[src/sv/sorted_set_insert_defines.svh]
// assertion macros for the sorted set insert block
`ifndef SORTED_SET_INSERT_DEFINES_SVH
`define SORTED_SET_INSERT_DEFINES_SVH

`ifndef SYNTH
// condition that must hold at every clock edge out of reset
`define SSET_ASSERT(lbl, cond) \
  lbl: assert property (@(posedge clk_i) disable iff (!rst_ni) (cond)) \
    else $error("sorted set insert check failed");
// antecedent in one cycle implies consequent in the next
`define SSET_ASSERT_NEXT(lbl, ante, cons) \
  lbl: assert property (@(posedge clk_i) disable iff (!rst_ni) (ante) |=> (cons)) \
    else $error("sorted set insert check failed");
`else
`define SSET_ASSERT(lbl, cond)
`define SSET_ASSERT_NEXT(lbl, ante, cons)
`endif

`endif

[src/sv/sset_pkg.sv]
// shared types and constants of the sorted set insert block
`default_nettype none
package sset_pkg;

  localparam int unsigned SSET_CAPACITY = 64;
  localparam int unsigned SSET_VAL_W    = 32;
  localparam int unsigned SSET_FIELD_W  = 7;

  typedef enum logic [1:0] {
    ST_INSERTED = 2'd0,
    ST_PRESENT  = 2'd1,
    ST_FULL     = 2'd2
  } status_e;

  typedef enum logic [2:0] {
    FSM_IDLE = 3'b001,
    FSM_CMP  = 3'b010,
    FSM_UPD  = 3'b100
  } fsm_e;

  // what one cell hands to its upper neighbor
  typedef struct packed {
    logic [SSET_VAL_W-1:0] entry;
    logic                  valid;
    logic                  lt;
  } sset_link_t;

  // row-wide control broadcast
  typedef struct packed {
    logic cmp;
    logic ins;
  } sset_ctl_t;

endpackage
`default_nettype wire

[src/sv/sset_encode.sv]
// turns the less-than thermometer of the row into a position and a hit flag
`default_nettype none
module sset_encode
  import sset_pkg::*;
#(
  parameter int unsigned CAPACITY = SSET_CAPACITY,
  parameter int unsigned PW       = $clog2(CAPACITY + 1)
) (
  input  wire logic [CAPACITY-1:0] lt_i,
  input  wire logic [CAPACITY-1:0] eq_i,
  output logic [PW-1:0]            pos_o,
  output logic                     hit_o
);

  logic [CAPACITY+1:0] therm;

  // sentinel one below the row, sentinel zero above it
  assign therm = {1'b0, lt_i, 1'b1};

  always_comb begin
    pos_o = '0;
    for (int i = 0; i <= CAPACITY; i++) begin
      if (therm[i] && !therm[i+1]) begin
        pos_o = pos_o | PW'(i);
      end
    end
  end

  assign hit_o = |eq_i;

endmodule
`default_nettype wire

[config.mk]
export PLATFORM = sky130hd
export DESIGN_NAME = sset_encode
export DESIGN_NICKNAME = d
export VERILOG_FILES = /design/src/sv/sorted_set_insert_defines.svh /design/src/sv/sset_pkg.sv /design/src/sv/sset_encode.sv
export SDC_FILE = /design/constraint.sdc
export NUM_CORES = 1
export LEC_CHECK = 0
export BUFFER_PORTS_ARGS = -buffer_cell sky130_fd_sc_hd__buf_2
export CORE_ASPECT_RATIO = 1.5
export CORE_MARGIN = 2
export CORE_UTILIZATION = 32
export DETAILED_ROUTE_END_ITERATION = 8
export PLACE_DENSITY = 0.95
export SLEW_MARGIN = 20
export SYNTH_ARGS = -nofsm -noshare
export SYNTH_HDL_FRONTEND = slang
export SYNTH_SLANG_ARGS = --single-unit
[constraint.sdc]
create_clock -name vclk -period 3.4
set_clock_uncertainty 0.15 [all_clocks]
set_input_delay 0.68 -clock vclk [all_inputs]
set_output_delay 0.68 -clock vclk [all_outputs]
set_load 0.01 [all_outputs]
==> flow_summary_export.csv <==
group,metric,value,unit
status,status,"complete, no violations",
floorplanning,die_x,45.9,µm
worst_setup_path,cp_cell_sequence,"buf_2, nor4_1, nand4_1, or4_1, buf_2",
grt,grt_overflow,0,
clock_network,cts.repair.resized,0,
worst_setup_path,cpPeakStageDelay,510,ps
sta,setup_ws,612,ps
routing,vias,1665,
floorplanning,num_io_pins,136,
placed_design,dp_hpwl,4140,µm
final_layout,area_growth,83.3,%
yosys,syn-num-nets,269,
placed_design,placed_area,1550,µm²
run,cap_viol_max_count,0,
final_layout,clock_buffers,0,
hold_path,hp-start,"lt_i[63]",
final_layout,antenna_cells,0,
routing,firstDrtPassIters,4,
sta,timing.setup.tns,0,ps
sta,slew_viol_final,0,
placed_design,routabilityCongestion,0.972,
worst_setup_path,endpoint_kind,"output port",
power,leakage,0.816,nW
placed_design,place.port_buffers,136,
routing,final_antenna_net_count,0,
power,p_per_area,102,nW/µm²
sta,hold_violations,0,
worst_setup_path,crit_path_top_delay_cell,"or4_1",
floorplanning,core_area,2480,µm²
sta,fmax,0.359,GHz
sta,finalCritPeriodShare,82.0,%
final_layout,numSequentialCells,0,
placed_design,dp_slack,572,ps
yosys,syn_avg_cell_area,5.99,µm²
final_layout,fill_cells,271,
sta,worst_pin_slew,393,ps
sta,slew_headroom,73.6,%
floorplanning,rows,22,
worst_setup_path,crit_top_cell,"buf_2",
worst_setup_path,cp-start-kind,"primary input",
worst_setup_path,crit_required,2570,ps
worst_setup_path,path_class,"primary input to output port",
floorplanning,fp.dieH,66.9,µm
yosys,syn-cell-area,845,µm²
grt,antenna_found_initial,0,
worst_setup_path,critPathMaxFanout,1,
power,worst_ir_drop_vdd,0.0699,mV
grt,track_usage,26.6,%
final_layout,design_area,1550,µm²
power,finalPower,0.000158,W
clock_network,cts_hold_buf,0,
yosys,yosysSeqAreaShare,0,%
final_layout,nNetsFinal,406,
worst_setup_path,critPathLaunch,"eq_i[0]",
yosys,yosys_warnings,0,
floorplanning,die_area,3070,µm²
grt,grt_pass1_vias,1581,
routing,route.detailed.drc,0,
yosys,synth_cell_type_count,16,
routing,drt_iter0_drc,30,
yosys,netlist_instances,141,
final_layout,drive_gt1_share,49.6,%
routing,wl_per_cell,14.6,µm
sta,rsz0062_at_grt,"false",
floorplanning,start_util,34.1,%
worst_setup_path,cp.arrival,1960,ps
routing,vias_per_cell,5.55,
final_layout,seq_area,0,µm²
hold_path,min_path_type,"primary input to output port",
grt,grt_pass1_wl,6040,µm
routing,drt_wl_total,4390,µm
grt,grt_max_degree,4,
sta,min_period,2790,ps
sta,setup_violations,0,
clock_network,post_cts_buffers,0,
-- stage by stage --
stage | cells | util, % | hold WS (ps)
floorplan | 141 | - | 1300
detailed placement | 300 | 62.5 | 1410
global route | 300 | 62.5 | 1420
global placement | 300 | 62.5 | 1410
finish | 300 | 62.5 | 1420
CTS | 300 | 62.5 | 1410
-- critical path, delay by kind of cell --
family,cells,cell delay [ps]
and+or+nand+nor,3,1020
buffers and inverters,2,250
-- cells in the mapped netlist (all sizes together) --
master,number,area share [%]
buf,1,0.89
nor3,7,4.1
o21ai,8,4.7
inv,20,8.9
o221ai,1,1.0
nand3,7,4.1
or4,1,0.89
o2bb2ai,1,1.0
nor4,21,16
nor2,4,1.8
nand2,1,0.44
nand4,12,8.9
o2111ai,15,16
a21boi,1,0.89
nand2b,41,30
-- metal layers --
layer | part of all wire (%) | wire (µm) | vias to the layer above | GRT usage, %
met5 | 0 | 0 | - | 0
met4 | 5.5 | 240 | 0 | 14.3
met3 | 8.5 | 372 | 18 | 0.813
met2 | 57 | 2480 | 117 | 58.0
met1 | 30 | 1300 | 713 | 20.3
li1 | - | - | 817 | -
-- layout by cell type, fill, tap and decap left out --
cell type	instances
a21boi_0	1
buf_2	136
inv_1	20
nand2_1	1
nand2b_1	41
nand3_1	7
nand4_1	12
nor2_1	4
nor3_1	7
nor4_1	20
nor4_2	1
o2111ai_1	15
o21ai_0	8
o221ai_1	1
o2bb2ai_1	1
or4_1	1
-- logic make-up after synthesis --
family,count (synthesis),share of synthesized area [%]
AO/OA/AOI/OAI,26,23.3
AND/OR/NAND/NOR,94,67.0
buffers and inverters,21,9.78
-- worst paths after layout --
check | endpoint | depth (start not counted)
setup / recovery | hit_o | 5
hold / removal | pos_o[6] | 2
-- power breakdown --
group          switching (W)  leakage [nW]  internal, W  total [W]
sequential                 0             0            0          0
combinational      0.0000736         0.816    0.0000841   0.000158
clock                      0             0            0          0
total              0.0000736         0.816    0.0000841   0.000158
-- layout make-up --
| cell class | count | area [µm²] | area share, % |
|---|---|---|---|
| Tap cell | 24 | 30.0 | 1.94 |
| Multi-Input combinational cell | 120 | 762 | 49.2 |
| Inverter | 20 | 75.1 | 4.85 |
| Timing Repair Buffer | 136 | 681 | 44.0 |
No activity file was read; power rests on OpenSTA's default activity.
