File: src/sv/sorted_set_insert_defines.svh
// assertion macros for the sorted set insert block
`ifndef SORTED_SET_INSERT_DEFINES_SVH
`define SORTED_SET_INSERT_DEFINES_SVH

`ifndef SYNTH
// condition that must hold at every clock edge out of reset
`define SSET_ASSERT(lbl, cond) \
  lbl: assert property (@(posedge clk_i) disable iff (!rst_ni) (cond)) \
    else $error("sorted set insert check failed");
// antecedent in one cycle implies consequent in the next
`define SSET_ASSERT_NEXT(lbl, ante, cons) \
  lbl: assert property (@(posedge clk_i) disable iff (!rst_ni) (ante) |=> (cons)) \
    else $error("sorted set insert check failed");
`else
`define SSET_ASSERT(lbl, cond)
`define SSET_ASSERT_NEXT(lbl, ante, cons)
`endif

`endif

File: src/sv/sset_pkg.sv
// shared types and constants of the sorted set insert block
`default_nettype none
package sset_pkg;

  localparam int unsigned SSET_CAPACITY = 64;
  localparam int unsigned SSET_VAL_W    = 32;
  localparam int unsigned SSET_FIELD_W  = 7;

  typedef enum logic [1:0] {
    ST_INSERTED = 2'd0,
    ST_PRESENT  = 2'd1,
    ST_FULL     = 2'd2
  } status_e;

  typedef enum logic [2:0] {
    FSM_IDLE = 3'b001,
    FSM_CMP  = 3'b010,
    FSM_UPD  = 3'b100
  } fsm_e;

  // what one cell hands to its upper neighbor
  typedef struct packed {
    logic [SSET_VAL_W-1:0] entry;
    logic                  valid;
    logic                  lt;
  } sset_link_t;

  // row-wide control broadcast
  typedef struct packed {
    logic cmp;
    logic ins;
  } sset_ctl_t;

endpackage
`default_nettype wire

File: src/sv/sset_cell.sv
// one storage cell of the sorted row: compare against the request and shift up on insert
`default_nettype none
module sset_cell
  import sset_pkg::*;
(
  input  wire logic                  clk_i,
  input  wire logic                  rst_ni,
  input  wire sset_ctl_t             ctl_i,
  input  wire logic [SSET_VAL_W-1:0] value_i,
  input  wire sset_link_t            left_i,
  output sset_link_t                 link_o,
  output logic                       eq_o
);

  logic [SSET_VAL_W-1:0] entry_q;
  logic                  valid_q;
  logic                  lt_q;
  logic                  eq_q;
  logic                  lt_d;
  logic                  eq_d;

  assign lt_d = valid_q && ($signed(entry_q) < $signed(value_i));
  assign eq_d = valid_q && (entry_q == value_i);

  always_ff @(posedge clk_i or negedge rst_ni) begin
    if (!rst_ni) begin
      valid_q <= 1'b0;
      lt_q    <= 1'b0;
      eq_q    <= 1'b0;
    end else if (ctl_i.cmp) begin
      lt_q <= lt_d;
      eq_q <= eq_d;
    end else if (ctl_i.ins && !lt_q) begin
      // boundary cell takes the new value, cells above take the left entry
      valid_q <= left_i.lt ? 1'b1 : left_i.valid;
    end
  end

  // entries carry no reset
  always_ff @(posedge clk_i) begin
    if (ctl_i.ins && !lt_q) begin
      entry_q <= left_i.lt ? value_i : left_i.entry;
    end
  end

  assign link_o.entry = entry_q;
  assign link_o.valid = valid_q;
  assign link_o.lt    = lt_q;
  assign eq_o         = eq_q;

endmodule
`default_nettype wire

File: config.mk
export PLATFORM = sky130hd
export DESIGN_NAME = sset_cell
export DESIGN_NICKNAME = d
export VERILOG_FILES = /design/src/sv/sorted_set_insert_defines.svh /design/src/sv/sset_pkg.sv /design/src/sv/sset_cell.sv
export SDC_FILE = /design/constraint.sdc
export NUM_CORES = 1
export LEC_CHECK = 0
export ABC_AREA = 1
export BUFFER_PORTS_ARGS = -buffer_cell sky130_fd_sc_hd__clkbuf_2
export CORE_UTILIZATION = 43
export DETAILED_ROUTE_END_ITERATION = 6
export GPL_TIMING_DRIVEN = 0
export HOLD_SLACK_MARGIN = 0.06
export PLACE_DENSITY = 0.77
export SLEW_MARGIN = 20
export SYNTH_ARGS = -nofsm -noshare
export SYNTH_HDL_FRONTEND = slang
export SYNTH_SLANG_ARGS = --single-unit
export TNS_END_PERCENT = 5
File: constraint.sdc
create_clock -name clk_i -period 2.1 [get_ports clk_i]
set_input_delay 0.21 -clock clk_i [delete_from_list [all_inputs] [get_ports clk_i]]
set_output_delay 0.21 -clock clk_i [all_outputs]
set_load 0.05 [all_outputs]
==> summary.txt <==
Drt
  – DR pass1 iterations: 4
  – Residual DRC count: 0
  – Initial DRC Count: 23
  – ANT nets after route: 0
  – Vias per cell: around 4.7
  – Drt wl/cell: 11.5 µm
  – DR vias: 2128
  – Final WL: 5.19 mm

Pwr
  – Leakage: 1.65 nW
  – PD cells: approximately 750 nW/µm²
  – Peak VDD IR: 442 µV

Yosys
  – Most frequent cell after synthesis: inv_1
  – Mapped cell area: between 2000 and 2500 µm²
  – Top cell type's share of synthesized area: 0.416
  – Post-synthesis cell count: between 200 and 300
  – Synth warn: 0
  – Post-synthesis cell type count: 22
  – Syn_nets: 369
  – Synth cell count leaders: inv_1, a21oi_1, nand2_1
  – Asr flop ratio synth: 0.0857
  – Leading area contributor after synthesis: edfxtp_1
  – Syn_area_per_cell: about 8.7 µm²
  – EDFF count, synth: 32
  – Sequential element share of the synthesized area: 0.449
  – Largest cells by area after synthesis: edfxtp_1, ha_1, a21oi_1, inv_1, nand2_1
  – Ys flop type: edfxtp_1
  – Seq cells post-synth: 35

Floorplan
  – Die Y: 75.3 µm
  – Num rows: 26
  – Die X-Extent: 75.3 µm
  – Die ar.: 5670 µm²
  – Top-Level Pins: 105
  – Core area: 5140 µm²
  – Initial Util: 0.449

Final layout
  – Sequential Area: 1040 µm²
  – Ratio of cells with drive above 1 in the final layout: 0.326
  – N_diodes: 0
  – Area growth, synth to finish: 32.4%
  – Fillers: 477
  – Post-route core utilization: 0.595
  – Area of the multi-input gates: 1060 µm²
  – Post-layout nets: between 400 and 500

Critical path
  – Worst EP required: 2270 ps
  – Worst EP arrival: 1780 ps
  – R2r endpoint: lt_q
  – WS Path Type: reg2reg
  – CP Launch Type: register
  – Register-to-register setup slack: 490 ps
  – Worst r2r path cells: 10
  – R2R Path Start: entry_q[23]
  – Worst Path Max Fanout: 2
  – Worst setup EP type: register

Timing
  – Max transition margin: 0.619
  – Tcrit/Tclk final: 0.765
  – Period minus WS final: ~1600 ps
  – Worst Tran Pin Value: roughly 570 ps
  – Setup violations, final: 0
  – Final Max Slew Viols: 0
  – Post-Route Setup TNS: 0 ps
  – RSZ-0062 raised after global routing: no
  – Maximum achievable frequency: 0.622 GHz
  – Fin. Hold Viols: 0
  – Layout Skew: around 5.6 ps

Hold path
  – Hold Path Class: in2reg
  – Hold path start: left_i[1]
  – Hold Path Sink: valid_q
  – Hold depth: 3

Global route
  – All-Layer GR Usage: 0.191
  – GR met1 Demand/Resource: 0.223
  – Vias in the first global route: 1939
  – Largest net degree at the start of global routing: 18
  – Met2 global-route usage: 0.356
  – First-pass GRT wire length: 8.17 mm
  – Gr ovfl total: 0
  – Met3 Resource Use GR: 0.0489
  – Initial antenna violation count: 0
  – GRT busiest layer: met2

Clocking
  – Post-CTS Hold Fix Bufs: 1
  – Root buffer cell: clkbuf_8
  – Post-CTS Resized: 0
  – Post-CTS Setup Inserts: 0
  – CTS buffer count: 5
  – CTS clk-pin slew, worst paths: roughly 70 ps
  – Clock latency at the later pin of the worst-skew pair: 280 ps
  – CTS tree: done
  – Clk sinks: 35
  – Clock Tree Buf Depth: 2
  – Htree depth: 2

Outcome
  – Status: complete, no violations

Placement
  – Global placer's final weighted congestion: ~0.8
  – # port buffers: between 100 and 150
  – DPL Wire Length: 4.23 mm

Flow run
  – Max-Cap Viols: 0
[cell families after synthesis]
| family | after synthesis | share of synthesized area |
|---|---|---|
| AND/OR/NAND/NOR | 92 | 0.161 |
| buffers and inverters | 56 | 0.0964 |
| AO/OA/AOI/OAI | 51 | 0.115 |
| flip-flops | 35 | 0.449 |
| adder cells (fa/ha/maj) | 32 | 0.173 |
| multiplexers | 1 | 0.00488 |
[registers in the layout, summed over array words and instances (netlist names)]
signal,count
entry_q,32
eq_o,1
lt_q,1
valid_q,1
[stage by stage]
step / power [mW] / worst slack [ps] / hold slack, ps / cell area (µm²) / std cells
after global placement: 1.73 / 34.8 / 8.57 / 2920 / 440
after detailed placement: 1.78 / 482 / 17.2 / 2950 / 441
after CTS: 2.33 / 465 / 166 / 3060 / 450
after global routing: 2.44 / 337 / 199 / 3060 / 450
after floorplan: 1.53 / 343 / -85.6 / 2310 / 267
final: 2.30 / 493 / 177 / 3060 / 450
[layout make-up]
type	count	share of cell area
Buffer	9	0.0151
Clock buffer	8	0.0327
Inverter	47	0.0577
Multi-Input combinational cell	176	0.346
Sequential cell	35	0.339
Tap cell	70	0.0286
Timing Repair Buffer	105	0.181
[critical path: stages (launching register included)]
cell	delay [ps]
edfxtp_1	400
ha_1	310
nand2_1	70
nor2_1	170
nand4_2	110
nor2_2	130
nand2_1	90
nand2_1	60
nand2_1	40
nand3_1	60
nand2_1	50
[worst max path at each step]
stage                            from     endpoint  slack [ps]  cells past startpoint
after floorplan           entry_q[31]         lt_q         340                     10
final                     entry_q[23]         lt_q         490                     10
after CTS                 entry_q[31]         lt_q         460                     10
after detailed placement  entry_q[31]         lt_q         480                     10
after global placement           lt_q  entry_q[31]          30                      1
after global routing       entry_q[5]         lt_q         340                     11
[metal layers]
metal	vias up	wire length [µm]
met3	4	294
met4	0	24
li1	1103	-
met2	67	2580
met1	954	2290
met5	-	0
[report_power, final]
part           switching, mW  internal, mW  total, mW
registers             0.0547         0.876      0.931
logic                  0.569         0.262      0.831
clock network          0.237         0.299      0.536
[cells in the final DEF (no fill, tap or decap), types with 2 or more instances in the layout]
master and count:
ha_1 32, buf_4 2, clkbuf_8 7, nor2_2 2, nand2_1 42, a21oi_1 43
nand3_1 3, o21a_1 2, inv_1 46, nand4_1 2, edfxtp_1 32, buf_2 4
nor2_1 38, dfrtp_1 3, buf_1 3, o21ai_0 4, nor3_1 2, clkbuf_2 103
(Power assumes the default switching activity.)
